$ cat src/rtl/core/pcs_pkg.sv
// Shared constants, widths and helper functions for the PLL counter search block.
package pcs_pkg;

    localparam int unsigned FREQ_W = 48;
    localparam int unsigned CNT_W = 8;
    localparam int unsigned M_W = CNT_W + 1;
    localparam int unsigned DIV_W = 2 * CNT_W + 1;
    localparam int unsigned NUM_W = FREQ_W + CNT_W + 1;
    localparam int unsigned PROD_W = FREQ_W + DIV_W;
    localparam int unsigned WORD_W = 18;
    localparam int unsigned STEP_W = $clog2(NUM_W);

    localparam logic [CNT_W-1:0] COUNTER_MAX = CNT_W'(254);
    localparam logic [M_W-1:0] M_LAST = M_W'(COUNTER_MAX) + M_W'(1);
    localparam logic [FREQ_W-1:0] FREQ_SAT = '1;
    localparam logic [WORD_W-1:0] BYPASS_WORD = WORD_W'(18'h10000);

    function automatic logic [WORD_W-1:0] counter_word(input logic [CNT_W-1:0] x);
        return {{(WORD_W - 2 * CNT_W){1'b0}}, x, x};
    endfunction

endpackage

$ cat src/rtl/core/pcs_div.sv
// Iterative restoring divider, one quotient bit per cycle, saturating quotient.
module pcs_div
    import pcs_pkg::*;
(
    input  logic              clk,
    input  logic              rst_n,
    input  logic              start,
    input  logic [NUM_W-1:0]  dividend,
    input  logic [DIV_W-1:0]  divisor,
    output logic              done,
    output logic [FREQ_W-1:0] quotient
);

    logic              busy_reg, busy_next;
    logic              done_reg, done_next;
    logic [STEP_W-1:0] count_reg, count_next;
    logic [DIV_W-1:0]  rem_reg, rem_next;
    logic [NUM_W-1:0]  quo_reg, quo_next;
    logic [DIV_W-1:0]  dvs_reg, dvs_next;
    logic [DIV_W:0]    shifted;
    logic [DIV_W:0]    diff;
    logic              fits;

    assign shifted = {rem_reg, quo_reg[NUM_W-1]};
    assign fits = (shifted >= {1'b0, dvs_reg});
    assign diff = shifted - {1'b0, dvs_reg};

    always_comb
    begin
        busy_next = busy_reg;
        done_next = 1'b0;
        count_next = count_reg;
        rem_next = rem_reg;
        quo_next = quo_reg;
        dvs_next = dvs_reg;
        if (start)
        begin
            busy_next = 1'b1;
            count_next = STEP_W'(NUM_W - 1);
            rem_next = '0;
            quo_next = dividend;
            dvs_next = divisor;
        end
        else if (busy_reg)
        begin
            rem_next = fits ? diff[DIV_W-1:0] : shifted[DIV_W-1:0];
            quo_next = {quo_reg[NUM_W-2:0], fits};
            if (count_reg == '0)
            begin
                busy_next = 1'b0;
                done_next = 1'b1;
            end
            else
            begin
                count_next = count_reg - STEP_W'(1);
            end
        end
    end

    always_ff @(posedge clk or negedge rst_n)
    begin
        if (!rst_n)
        begin
            busy_reg <= 1'b0;
            done_reg <= 1'b0;
            count_reg <= '0;
        end
        else
        begin
            busy_reg <= busy_next;
            done_reg <= done_next;
            count_reg <= count_next;
        end
    end

    always_ff @(posedge clk)
    begin
        rem_reg <= rem_next;
        quo_reg <= quo_next;
        dvs_reg <= dvs_next;
    end

    assign done = done_reg;
    assign quotient = (quo_reg[NUM_W-1:FREQ_W] != '0) ? FREQ_SAT : quo_reg[FREQ_W-1:0];

`ifndef NO_ASSERTIONS
    a_rem_below_divisor: assert property (@(posedge clk) disable iff (!rst_n)
        busy_reg |-> (rem_reg < dvs_reg))
        else $error("Partial remainder reached the divisor.");
    a_start_legal: assert property (@(posedge clk) disable iff (!rst_n)
        start |-> (!busy_reg && divisor != '0))
        else $error("Divider started while busy or with a zero divisor.");
    a_done_after_busy: assert property (@(posedge clk) disable iff (!rst_n)
        done_reg |-> (!busy_reg && $past(busy_reg)))
        else $error("Divider finished without running.");
`endif

endmodule

$ cat src/rtl/core/pll_counter_search_core.sv
// Top level: sequencer that walks PLL counter rows with a shared multiplier and divider.
//
//  channel | handshake            | fields
//  in      | in_valid, in_ready   | ref_freq, target_freq
//  out     | out_valid, out_ready | m_word, n_word, c_word, achieved_freq, exact_match
//
// One item walks up to 64771 rows (one scale row, 254 ratio rows, 254 x 254 post rows).
// A row takes one or two passes of the shared 57-step divider and one or two binary
// searches. An exact match ends the search early. Reset clears the sequencer and the
// output valid. A new item is taken while a finished result still waits in the output
// register; a later result waits in the done state until that register is free.
module pll_counter_search_core
    import pcs_pkg::*;
(
    input  logic              clk,
    input  logic              rst_n,
    input  logic              in_valid,
    output logic              in_ready,
    input  logic [FREQ_W-1:0] ref_freq,
    input  logic [FREQ_W-1:0] target_freq,
    output logic              out_valid,
    input  logic              out_ready,
    output logic [WORD_W-1:0] m_word,
    output logic [WORD_W-1:0] n_word,
    output logic [WORD_W-1:0] c_word,
    output logic [FREQ_W-1:0] achieved_freq,
    output logic              exact_match
);

    typedef enum logic [3:0] {
        S_IDLE, S_ROW, S_TD, S_TDW, S_STEP, S_CMP,
        S_VMUL, S_VDIV, S_VWAIT, S_DECIDE, S_UPDATE, S_DONE
    } state_t;

    typedef enum logic [1:0] {PH_SCALE, PH_RATIO, PH_POST} phase_t;

    state_t            state_reg, state_next;
    logic              out_valid_reg, out_valid_next;
    logic [FREQ_W-1:0] ref_reg, ref_next;
    logic [FREQ_W-1:0] des_reg, des_next;
    phase_t            phase_reg, phase_next;
    logic [CNT_W-1:0]  n_reg, n_next;
    logic [CNT_W-1:0]  c_reg, c_next;
    logic [DIV_W-1:0]  d_reg, d_next;
    logic              srch_ma_reg, srch_ma_next;
    logic [M_W-1:0]    lo_reg, lo_next;
    logic [M_W-1:0]    hi_reg, hi_next;
    logic [PROD_W-1:0] td_reg, td_next;
    logic              td_sat_reg, td_sat_next;
    logic [PROD_W-1:0] prod_reg;
    logic [M_W-1:0]    m_gt_reg, m_gt_next;
    logic [FREQ_W-1:0] va_reg, va_next;
    logic [FREQ_W-1:0] vb_reg, vb_next;
    logic              vsel_b_reg, vsel_b_next;
    logic [M_W-1:0]    pick_m_reg, pick_m_next;
    logic [FREQ_W-1:0] pick_val_reg, pick_val_next;
    logic [FREQ_W-1:0] pick_err_reg, pick_err_next;
    logic              best_valid_reg, best_valid_next;
    logic              best_exact_reg, best_exact_next;
    logic [FREQ_W-1:0] best_err_reg, best_err_next;
    logic [FREQ_W-1:0] best_freq_reg, best_freq_next;
    logic [WORD_W-1:0] best_mw_reg, best_mw_next;
    logic [WORD_W-1:0] best_nw_reg, best_nw_next;
    logic [WORD_W-1:0] best_cw_reg, best_cw_next;
    logic [WORD_W-1:0] mw_out_reg, mw_out_next;
    logic [WORD_W-1:0] nw_out_reg, nw_out_next;
    logic [WORD_W-1:0] cw_out_reg, cw_out_next;
    logic [FREQ_W-1:0] freq_out_reg, freq_out_next;
    logic              exact_out_reg, exact_out_next;

    logic [FREQ_W-1:0]  mul_a;
    logic [DIV_W-1:0]   mul_b;
    logic [PROD_W-1:0]  mul_p;
    logic [FREQ_W:0]    des_inc;
    logic [M_W:0]       mid_sum;
    logic [M_W-1:0]     mid;
    logic [NUM_W-1:0]   num;
    logic               cmp_ge;
    logic [2*CNT_W-1:0] nc_prod;
    logic [DIV_W-1:0]   row_div;
    logic               have_a;
    logic               have_b;
    logic               pick_a;
    logic               take;
    logic               last_row;
    logic               div_start;
    logic               div_done;
    logic [FREQ_W-1:0]  div_q;

    assign mul_p = PROD_W'(mul_a) * PROD_W'(mul_b);
    assign des_inc = {1'b0, des_reg} + (FREQ_W + 1)'(1);
    assign mid_sum = {1'b0, lo_reg} + {1'b0, hi_reg};
    assign mid = mid_sum[M_W:1];
    assign num = (phase_reg == PH_SCALE) ? {prod_reg[NUM_W-2:0], 1'b0} : prod_reg[NUM_W-1:0];
    assign cmp_ge = !td_sat_reg && (PROD_W'(num) >= td_reg);
    assign nc_prod = (2 * CNT_W)'(n_reg) * (2 * CNT_W)'(c_reg);
    assign have_a = (m_gt_reg > M_W'(1));
    assign have_b = (m_gt_reg <= M_W'(COUNTER_MAX));
    assign pick_a = have_a && (!have_b || ((des_reg - va_reg) <= (vb_reg - des_reg)));
    assign take = (pick_err_reg == '0) || !best_valid_reg || (pick_err_reg < best_err_reg);
    assign last_row = (phase_reg == PH_POST) && (n_reg == COUNTER_MAX) && (c_reg == COUNTER_MAX);

    always_comb
    begin
        unique case (phase_reg)
            PH_SCALE: row_div = DIV_W'(1);
            PH_RATIO: row_div = {{(DIV_W - CNT_W){1'b0}}, n_reg};
            PH_POST:  row_div = {nc_prod, 1'b0};
            default:  row_div = DIV_W'(1);
        endcase
    end

    pcs_div u_div (
        .clk      (clk),
        .rst_n    (rst_n),
        .start    (div_start),
        .dividend (num),
        .divisor  (d_reg),
        .done     (div_done),
        .quotient (div_q)
    );

    always_comb
    begin
        state_next = state_reg;
        out_valid_next = out_valid_reg;
        ref_next = ref_reg;
        des_next = des_reg;
        phase_next = phase_reg;
        n_next = n_reg;
        c_next = c_reg;
        d_next = d_reg;
        srch_ma_next = srch_ma_reg;
        lo_next = lo_reg;
        hi_next = hi_reg;
        td_next = td_reg;
        td_sat_next = td_sat_reg;
        m_gt_next = m_gt_reg;
        va_next = va_reg;
        vb_next = vb_reg;
        vsel_b_next = vsel_b_reg;
        pick_m_next = pick_m_reg;
        pick_val_next = pick_val_reg;
        pick_err_next = pick_err_reg;
        best_valid_next = best_valid_reg;
        best_exact_next = best_exact_reg;
        best_err_next = best_err_reg;
        best_freq_next = best_freq_reg;
        best_mw_next = best_mw_reg;
        best_nw_next = best_nw_reg;
        best_cw_next = best_cw_reg;
        mw_out_next = mw_out_reg;
        nw_out_next = nw_out_reg;
        cw_out_next = cw_out_reg;
        freq_out_next = freq_out_reg;
        exact_out_next = exact_out_reg;
        mul_a = ref_reg;
        mul_b = {{(DIV_W - M_W){1'b0}}, mid};
        div_start = 1'b0;

        if (out_valid_reg && out_ready)
        begin
            out_valid_next = 1'b0;
        end

        unique case (state_reg)
            S_IDLE:
            begin
                if (in_valid)
                begin
                    ref_next = ref_freq;
                    des_next = target_freq;
                    phase_next = PH_SCALE;
                    n_next = CNT_W'(1);
                    c_next = CNT_W'(1);
                    best_valid_next = 1'b0;
                    best_exact_next = 1'b0;
                    state_next = S_ROW;
                end
            end
            S_ROW:
            begin
                d_next = row_div;
                srch_ma_next = 1'b0;
                state_next = S_TD;
            end
            S_TD:
            begin
                mul_a = srch_ma_reg ? va_reg : des_inc[FREQ_W-1:0];
                mul_b = d_reg;
                td_sat_next = !srch_ma_reg && des_inc[FREQ_W];
                lo_next = M_W'(1);
                hi_next = M_LAST;
                state_next = S_TDW;
            end
            S_TDW:
            begin
                td_next = prod_reg;
                state_next = S_STEP;
            end
            S_STEP:
            begin
                if (lo_reg < hi_reg)
                begin
                    state_next = S_CMP;
                end
                else if (srch_ma_reg)
                begin
                    pick_m_next = lo_reg;
                    pick_val_next = va_reg;
                    pick_err_next = des_reg - va_reg;
                    state_next = S_UPDATE;
                end
                else
                begin
                    m_gt_next = lo_reg;
                    vsel_b_next = (lo_reg == M_W'(1));
                    state_next = S_VMUL;
                end
            end
            S_CMP:
            begin
                if (cmp_ge)
                begin
                    hi_next = mid;
                end
                else
                begin
                    lo_next = mid + M_W'(1);
                end
                state_next = S_STEP;
            end
            S_VMUL:
            begin
                mul_b = {{(DIV_W - M_W){1'b0}},
                         (vsel_b_reg ? m_gt_reg : (m_gt_reg - M_W'(1)))};
                state_next = S_VDIV;
            end
            S_VDIV:
            begin
                div_start = 1'b1;
                state_next = S_VWAIT;
            end
            S_VWAIT:
            begin
                if (div_done)
                begin
                    if (vsel_b_reg)
                    begin
                        vb_next = div_q;
                    end
                    else
                    begin
                        va_next = div_q;
                    end
                    if (!vsel_b_reg && have_b)
                    begin
                        vsel_b_next = 1'b1;
                        state_next = S_VMUL;
                    end
                    else
                    begin
                        state_next = S_DECIDE;
                    end
                end
            end
            S_DECIDE:
            begin
                if (pick_a)
                begin
                    srch_ma_next = 1'b1;
                    state_next = S_TD;
                end
                else
                begin
                    pick_m_next = m_gt_reg;
                    pick_val_next = vb_reg;
                    pick_err_next = vb_reg - des_reg;
                    state_next = S_UPDATE;
                end
            end
            S_UPDATE:
            begin
                if (take)
                begin
                    best_valid_next = 1'b1;
                    best_err_next = pick_err_reg;
                    best_freq_next = pick_val_reg;
                    best_mw_next = counter_word(pick_m_reg[CNT_W-1:0]);
                    best_nw_next = (phase_reg != PH_SCALE) ? counter_word(n_reg) : BYPASS_WORD;
                    best_cw_next = (phase_reg == PH_POST) ? counter_word(c_reg) : BYPASS_WORD;
                end
                if (pick_err_reg == '0)
                begin
                    best_exact_next = 1'b1;
                    state_next = S_DONE;
                end
                else if (last_row)
                begin
                    state_next = S_DONE;
                end
                else
                begin
                    state_next = S_ROW;
                    unique case (phase_reg)
                        PH_SCALE:
                        begin
                            phase_next = PH_RATIO;
                            n_next = CNT_W'(1);
                        end
                        PH_RATIO:
                        begin
                            if (n_reg == COUNTER_MAX)
                            begin
                                phase_next = PH_POST;
                                n_next = CNT_W'(1);
                                c_next = CNT_W'(1);
                            end
                            else
                            begin
                                n_next = n_reg + CNT_W'(1);
                            end
                        end
                        PH_POST:
                        begin
                            if (n_reg == COUNTER_MAX)
                            begin
                                n_next = CNT_W'(1);
                                c_next = c_reg + CNT_W'(1);
                            end
                            else
                            begin
                                n_next = n_reg + CNT_W'(1);
                            end
                        end
                        default:
                        begin
                            phase_next = PH_SCALE;
                        end
                    endcase
                end
            end
            S_DONE:
            begin
                if (!out_valid_reg || out_ready)
                begin
                    mw_out_next = best_mw_reg;
                    nw_out_next = best_nw_reg;
                    cw_out_next = best_cw_reg;
                    freq_out_next = best_freq_reg;
                    exact_out_next = best_exact_reg;
                    out_valid_next = 1'b1;
                    state_next = S_IDLE;
                end
            end
            default:
            begin
                state_next = S_IDLE;
            end
        endcase
    end

    always_ff @(posedge clk or negedge rst_n)
    begin
        if (!rst_n)
        begin
            state_reg <= S_IDLE;
            out_valid_reg <= 1'b0;
        end
        else
        begin
            state_reg <= state_next;
            out_valid_reg <= out_valid_next;
        end
    end

    always_ff @(posedge clk)
    begin
        ref_reg <= ref_next;
        des_reg <= des_next;
        phase_reg <= phase_next;
        n_reg <= n_next;
        c_reg <= c_next;
        d_reg <= d_next;
        srch_ma_reg <= srch_ma_next;
        lo_reg <= lo_next;
        hi_reg <= hi_next;
        td_reg <= td_next;
        td_sat_reg <= td_sat_next;
        prod_reg <= mul_p;
        m_gt_reg <= m_gt_next;
        va_reg <= va_next;
        vb_reg <= vb_next;
        vsel_b_reg <= vsel_b_next;
        pick_m_reg <= pick_m_next;
        pick_val_reg <= pick_val_next;
        pick_err_reg <= pick_err_next;
        best_valid_reg <= best_valid_next;
        best_exact_reg <= best_exact_next;
        best_err_reg <= best_err_next;
        best_freq_reg <= best_freq_next;
        best_mw_reg <= best_mw_next;
        best_nw_reg <= best_nw_next;
        best_cw_reg <= best_cw_next;
        mw_out_reg <= mw_out_next;
        nw_out_reg <= nw_out_next;
        cw_out_reg <= cw_out_next;
        freq_out_reg <= freq_out_next;
        exact_out_reg <= exact_out_next;
    end

    assign in_ready = (state_reg == S_IDLE);
    assign out_valid = out_valid_reg;
    assign m_word = mw_out_reg;
    assign n_word = nw_out_reg;
    assign c_word = cw_out_reg;
    assign achieved_freq = freq_out_reg;
    assign exact_match = exact_out_reg;

`ifndef NO_ASSERTIONS
    a_search_bounds: assert property (@(posedge clk) disable iff (!rst_n)
        (state_reg == S_STEP) |->
            (lo_reg >= M_W'(1) && lo_reg <= hi_reg && hi_reg <= M_LAST))
        else $error("Binary search bounds left the counter range.");
    a_bracket: assert property (@(posedge clk) disable iff (!rst_n)
        (state_reg == S_DECIDE) |->
            ((!have_a || va_reg <= des_reg) && (!have_b || vb_reg > des_reg)))
        else $error("Row candidates do not bracket the desired frequency.");
    a_exact_value: assert property (@(posedge clk) disable iff (!rst_n)
        (state_reg == S_DONE && best_exact_reg) |-> (best_freq_reg == des_reg))
        else $error("Exact match flagged on a frequency that differs from the target.");
    a_div_done_expected: assert property (@(posedge clk) disable iff (!rst_n)
        div_done |-> (state_reg == S_VWAIT))
        else $error("Divider finished outside the wait state.");
`endif

endmodule
$ cat config.mk
export PLATFORM = sky130hd
export DESIGN_NAME = pll_counter_search_core
export DESIGN_NICKNAME = d
export VERILOG_FILES = /design/src/rtl/core/pcs_pkg.sv /design/src/rtl/core/pcs_div.sv /design/src/rtl/core/pll_counter_search_core.sv
export SDC_FILE = /design/constraint.sdc
export NUM_CORES = 2
export LEC_CHECK = 0
export BUFFER_PORTS_ARGS = -buffer_cell sky130_fd_sc_hd__buf_2
export CELL_PAD_IN_SITES_DETAIL_PLACEMENT = 0
export CELL_PAD_IN_SITES_GLOBAL_PLACEMENT = 2
export CORE_ASPECT_RATIO = 1.2
export CORE_MARGIN = 4
export CORE_UTILIZATION = 40
export DETAILED_ROUTE_END_ITERATION = 10
export PLACE_DENSITY = 0.87
export SLEW_MARGIN = 20
export SYNTH_ARGS = -nofsm -noshare
export SYNTH_HDL_FRONTEND = slang
export SYNTH_SLANG_ARGS = --single-unit
$ cat constraint.sdc
create_clock -name clk -period 23.8 [get_ports clk]
set_input_delay 4.76 -clock clk [delete_from_list [all_inputs] [get_ports clk]]
set_output_delay 4.76 -clock clk [all_outputs]
set_load 0.01 [all_outputs]
==> results.tsv <==
stage	metric	value	unit
global_route	first-pass GRT wire length	295000	um
synthesis	mux cell area share after synthesis	0.0231	
setup_path	CP Class	reg -> reg	
detailed_routing	Routed WL	192000	um
worst_hold_path	Worst Hold Class	reg -> reg	
final_layout	# fillers	15900	
synthesis	Synth Area in Compound Gates	0.0920	
global_route	number of global-route vias before repair	49600	
global_route	initial antenna violation count	12	
clock_network	clk_lat worst skew	740	ps
synthesis	Post-Synth Simple-Gate Area	0.129	
setup_path	Critical path buffers and inverters	8	
setup_path	FF-to-FF Start	state_reg[0]$_DFFE_PN0P_	
global_route	grt ovf	0	
timing	skew final	51.9	ps
detailed_routing	DR iter-0 viols	3479	
setup_path	R2R depth	30	
synthesis	Synth Area in XOR/XNOR	0.0333	
setup_path	register-to-register setup slack	13230	ps
synthesis	Synthesis Warnings	0	
timing	f_max	94.6	MHz
clock_network	CTS tree	done	
clock_network	post-cts sizing count	0	
clock_network	Post-CTS Setup Inserts	0	
timing	setup TNS after final layout	0	ps
final_layout	most frequent cells in the layout	1104 x inv_1, 853 x nand2_1, 729 x fa_1, 699 x edfxtp_1, 468 x ha_1	
setup_path	Worst path top cell family by delay	adder cells	
synthesis	Synth cell types	89	
worst_hold_path	WHS Endpoint	td_reg[64]$_DFFE_PN_	
timing	Hold Vio Cnt, Final	0	
run_status	status	complete, no violations	
timing	Tmin final	10570	ps
floorplan	CORE AREA	0.167	mm^2
timing	RSZ-0062 raised after global routing	no	
synthesis	Post-synth top flop	edfxtp_1	
floorplan	Die H	457	um
timing	Final period util	0.444	
detailed_routing	DRC errors left	0	
synthesis	Synth Area in Adders	0.304	
setup_path	CP Capture Type	register	
synthesis	register area share after synthesis	0.341	
timing	Slew Limit Fails	0	
clock_network	cts hold-fix bufs	0	
clock_network	clock sinks	794	
setup_path	Crit path arrival time	11220	ps
final_layout	proportion of layout cells with a drive suffix above 1	0.0947	
setup_path	slowest CP cell	and2_1	
floorplan	die area	0.175	mm^2
detailed_routing	via count of the routed design	47300	
worst_hold_path	hold depth	0	
synthesis	main combinational cell family by area after synthesis	adder cells	
setup_path	end of the worst register-to-register path	prod_reg[61]$_DFF_P_	
floorplan	# rows	164	
final_layout	most common library cell in the layout ignoring fill and taps	inv_1	
floorplan	Starting Density	0.403	
clock_network	CTS root buf	clkbuf_16	
synthesis	EDFF count, synth	699	
job	Max-Cap Viols	0	
global_route	largest net degree at the start of global routing	86	
synthesis	Mapped Area	0.0673	mm^2
global_route	Tot GR Track Use	0.220	
final_layout	area added between synthesis and finish	9.61	%
synthesis	synthesized flop and latch total	794	
timing	worst rel slew slack	0.271	
setup_path	Worst Path Required	24450	ps
placed_design	PortBufs	200	
floorplan	Die Width	382	um
timing	Worst-Margin Slew	1090	ps
floorplan	IO Count	205	
setup_path	CP peak stage delay	920	ps
placed_design	hpwl dp	152000	um
synthesis	Mapped Cells	6635	
detailed_routing	Routed Antenna Nets	0	
clock_network	Longest Clk Path Bufs	3	
clock_network	CTS H-tree depth	3	
final_layout	Final nets	8051	
setup_path	crit path max fanout	76	
timing	Finish-stage setup viols	0	
detailed_routing	DR WL/cell	21.1	um
detailed_routing	router iterations before antenna repair	6	
setup_path	Worst Setup Start Kind	register	
detailed_routing	vias per cell	5.21	
worst_hold_path	Worst Min Path Start	prod_reg[64]$_DFF_P_	
synthesis	Post-synth ARST share	0.0164	
synthesis	syn_area_per_cell	10.1	um^2
clock_network	Worst-path clk slew	70	ps
placed_design	gpl congestion	0.919	
clock_network	Num CTS Buffers	87	
setup_path	Crit. path cell count	30	
[logic make-up after synthesis]
| family | Yosys count |
|---|---|
| AO/OA/AOI/OAI | 996 |
| XOR/XNOR | 256 |
| adder cells (fa/ha/maj) | 1198 |
| buffers and inverters | 1352 |
| flip-flops | 794 |
| multiplexers | 141 |
| other | 1 |
| AND/OR/NAND/NOR | 1897 |
[through the flow]
stage	utilization	cells	hold slack, ps	cell area [um^2]	worst slack [ps]
after detailed placement	0.425	8905	394	70800	13370
after floorplan	-	6638	386	67300	14810
after CTS	0.442	9066	404	73800	13340
final	0.442	9067	404	73800	13230
after global routing	0.442	9067	409	73800	12760
after global placement	0.424	8905	387	70800	13430
[final cells by class]
cell class	instances	area, um^2	area share
Timing Repair Buffer	270	1530	0.0207
Tap cell	2241	2800	0.0380
Sequential cell	794	23000	0.311
Clock buffer	106	2300	0.0312
Antenna cell	1	2.50	0.0000339
Inverter	1108	4170	0.0565
Clock inverter	55	647	0.00877
Multi-Input combinational cell	4492	39400	0.534
[synth_stat cells (12+ instances only)]
cell type | number | share of area
edfxtp_1 | 699 | 0.31
a21oi_1 | 307 | 0.023
nand3_1 | 77 | 0.0057
clkbuf_1 | 187 | 0.010
dfxtp_1 | 82 | 0.024
buf_1 | 22 | 0.0012
buf_4 | 31 | 0.0035
a21o_1 | 171 | 0.019
ha_1 | 469 | 0.087
o21bai_1 | 38 | 0.0042
mux2_2 | 113 | 0.019
nand2_1 | 855 | 0.048
or2_2 | 62 | 0.0058
xnor2_1 | 168 | 0.022
mux2i_1 | 28 | 0.0042
nand2b_1 | 61 | 0.0057
nor2b_1 | 95 | 0.0088
nor4_1 | 36 | 0.0033
dfrtp_1 | 13 | 0.0048
nor3_1 | 41 | 0.0030
a31oi_1 | 21 | 0.0020
a221oi_1 | 12 | 0.0016
nand4_1 | 67 | 0.0062
fa_1 | 729 | 0.22
xor2_1 | 88 | 0.011
and3_1 | 38 | 0.0035
inv_1 | 1107 | 0.062
and2_1 | 144 | 0.013
nor2_1 | 384 | 0.021
o21a_1 | 50 | 0.0056
o21ai_1 | 19 | 0.0014
o21ai_0 | 252 | 0.019
[layer usage]
metal | routed length [um] | up-vias | track usage
met5 | 23 | - | 0
met2 | 89900 | 1421 | 0.364
met4 | 7400 | 4 | 0.0802
met3 | 10700 | 350 | 0.0276
li1 | - | 21900 | -
met1 | 83600 | 23600 | 0.296
[worst max path at each step]
| stage | from | end | slack, ps |
|---|---|---|---|
| floorplan | out_ready | achieved_freq[0]$_DFFE_PP_ | 14810 |
| global placement | state_reg[0]$_DFFE_PN0P_ | prod_reg[58]$_DFF_P_ | 13430 |
| detailed placement | state_reg[0]$_DFFE_PN0P_ | prod_reg[58]$_DFF_P_ | 13370 |
| CTS | state_reg[0]$_DFFE_PN0P_ | prod_reg[61]$_DFF_P_ | 13340 |
| global route | state_reg[0]$_DFFE_PN0P_ | prod_reg[61]$_DFF_P_ | 12760 |
| finish | state_reg[0]$_DFFE_PN0P_ | prod_reg[61]$_DFF_P_ | 13230 |
Power is left out: the tool's default activity adds up to more than one toggle a clock period on the data nets, which glitch-free logic cannot reach.
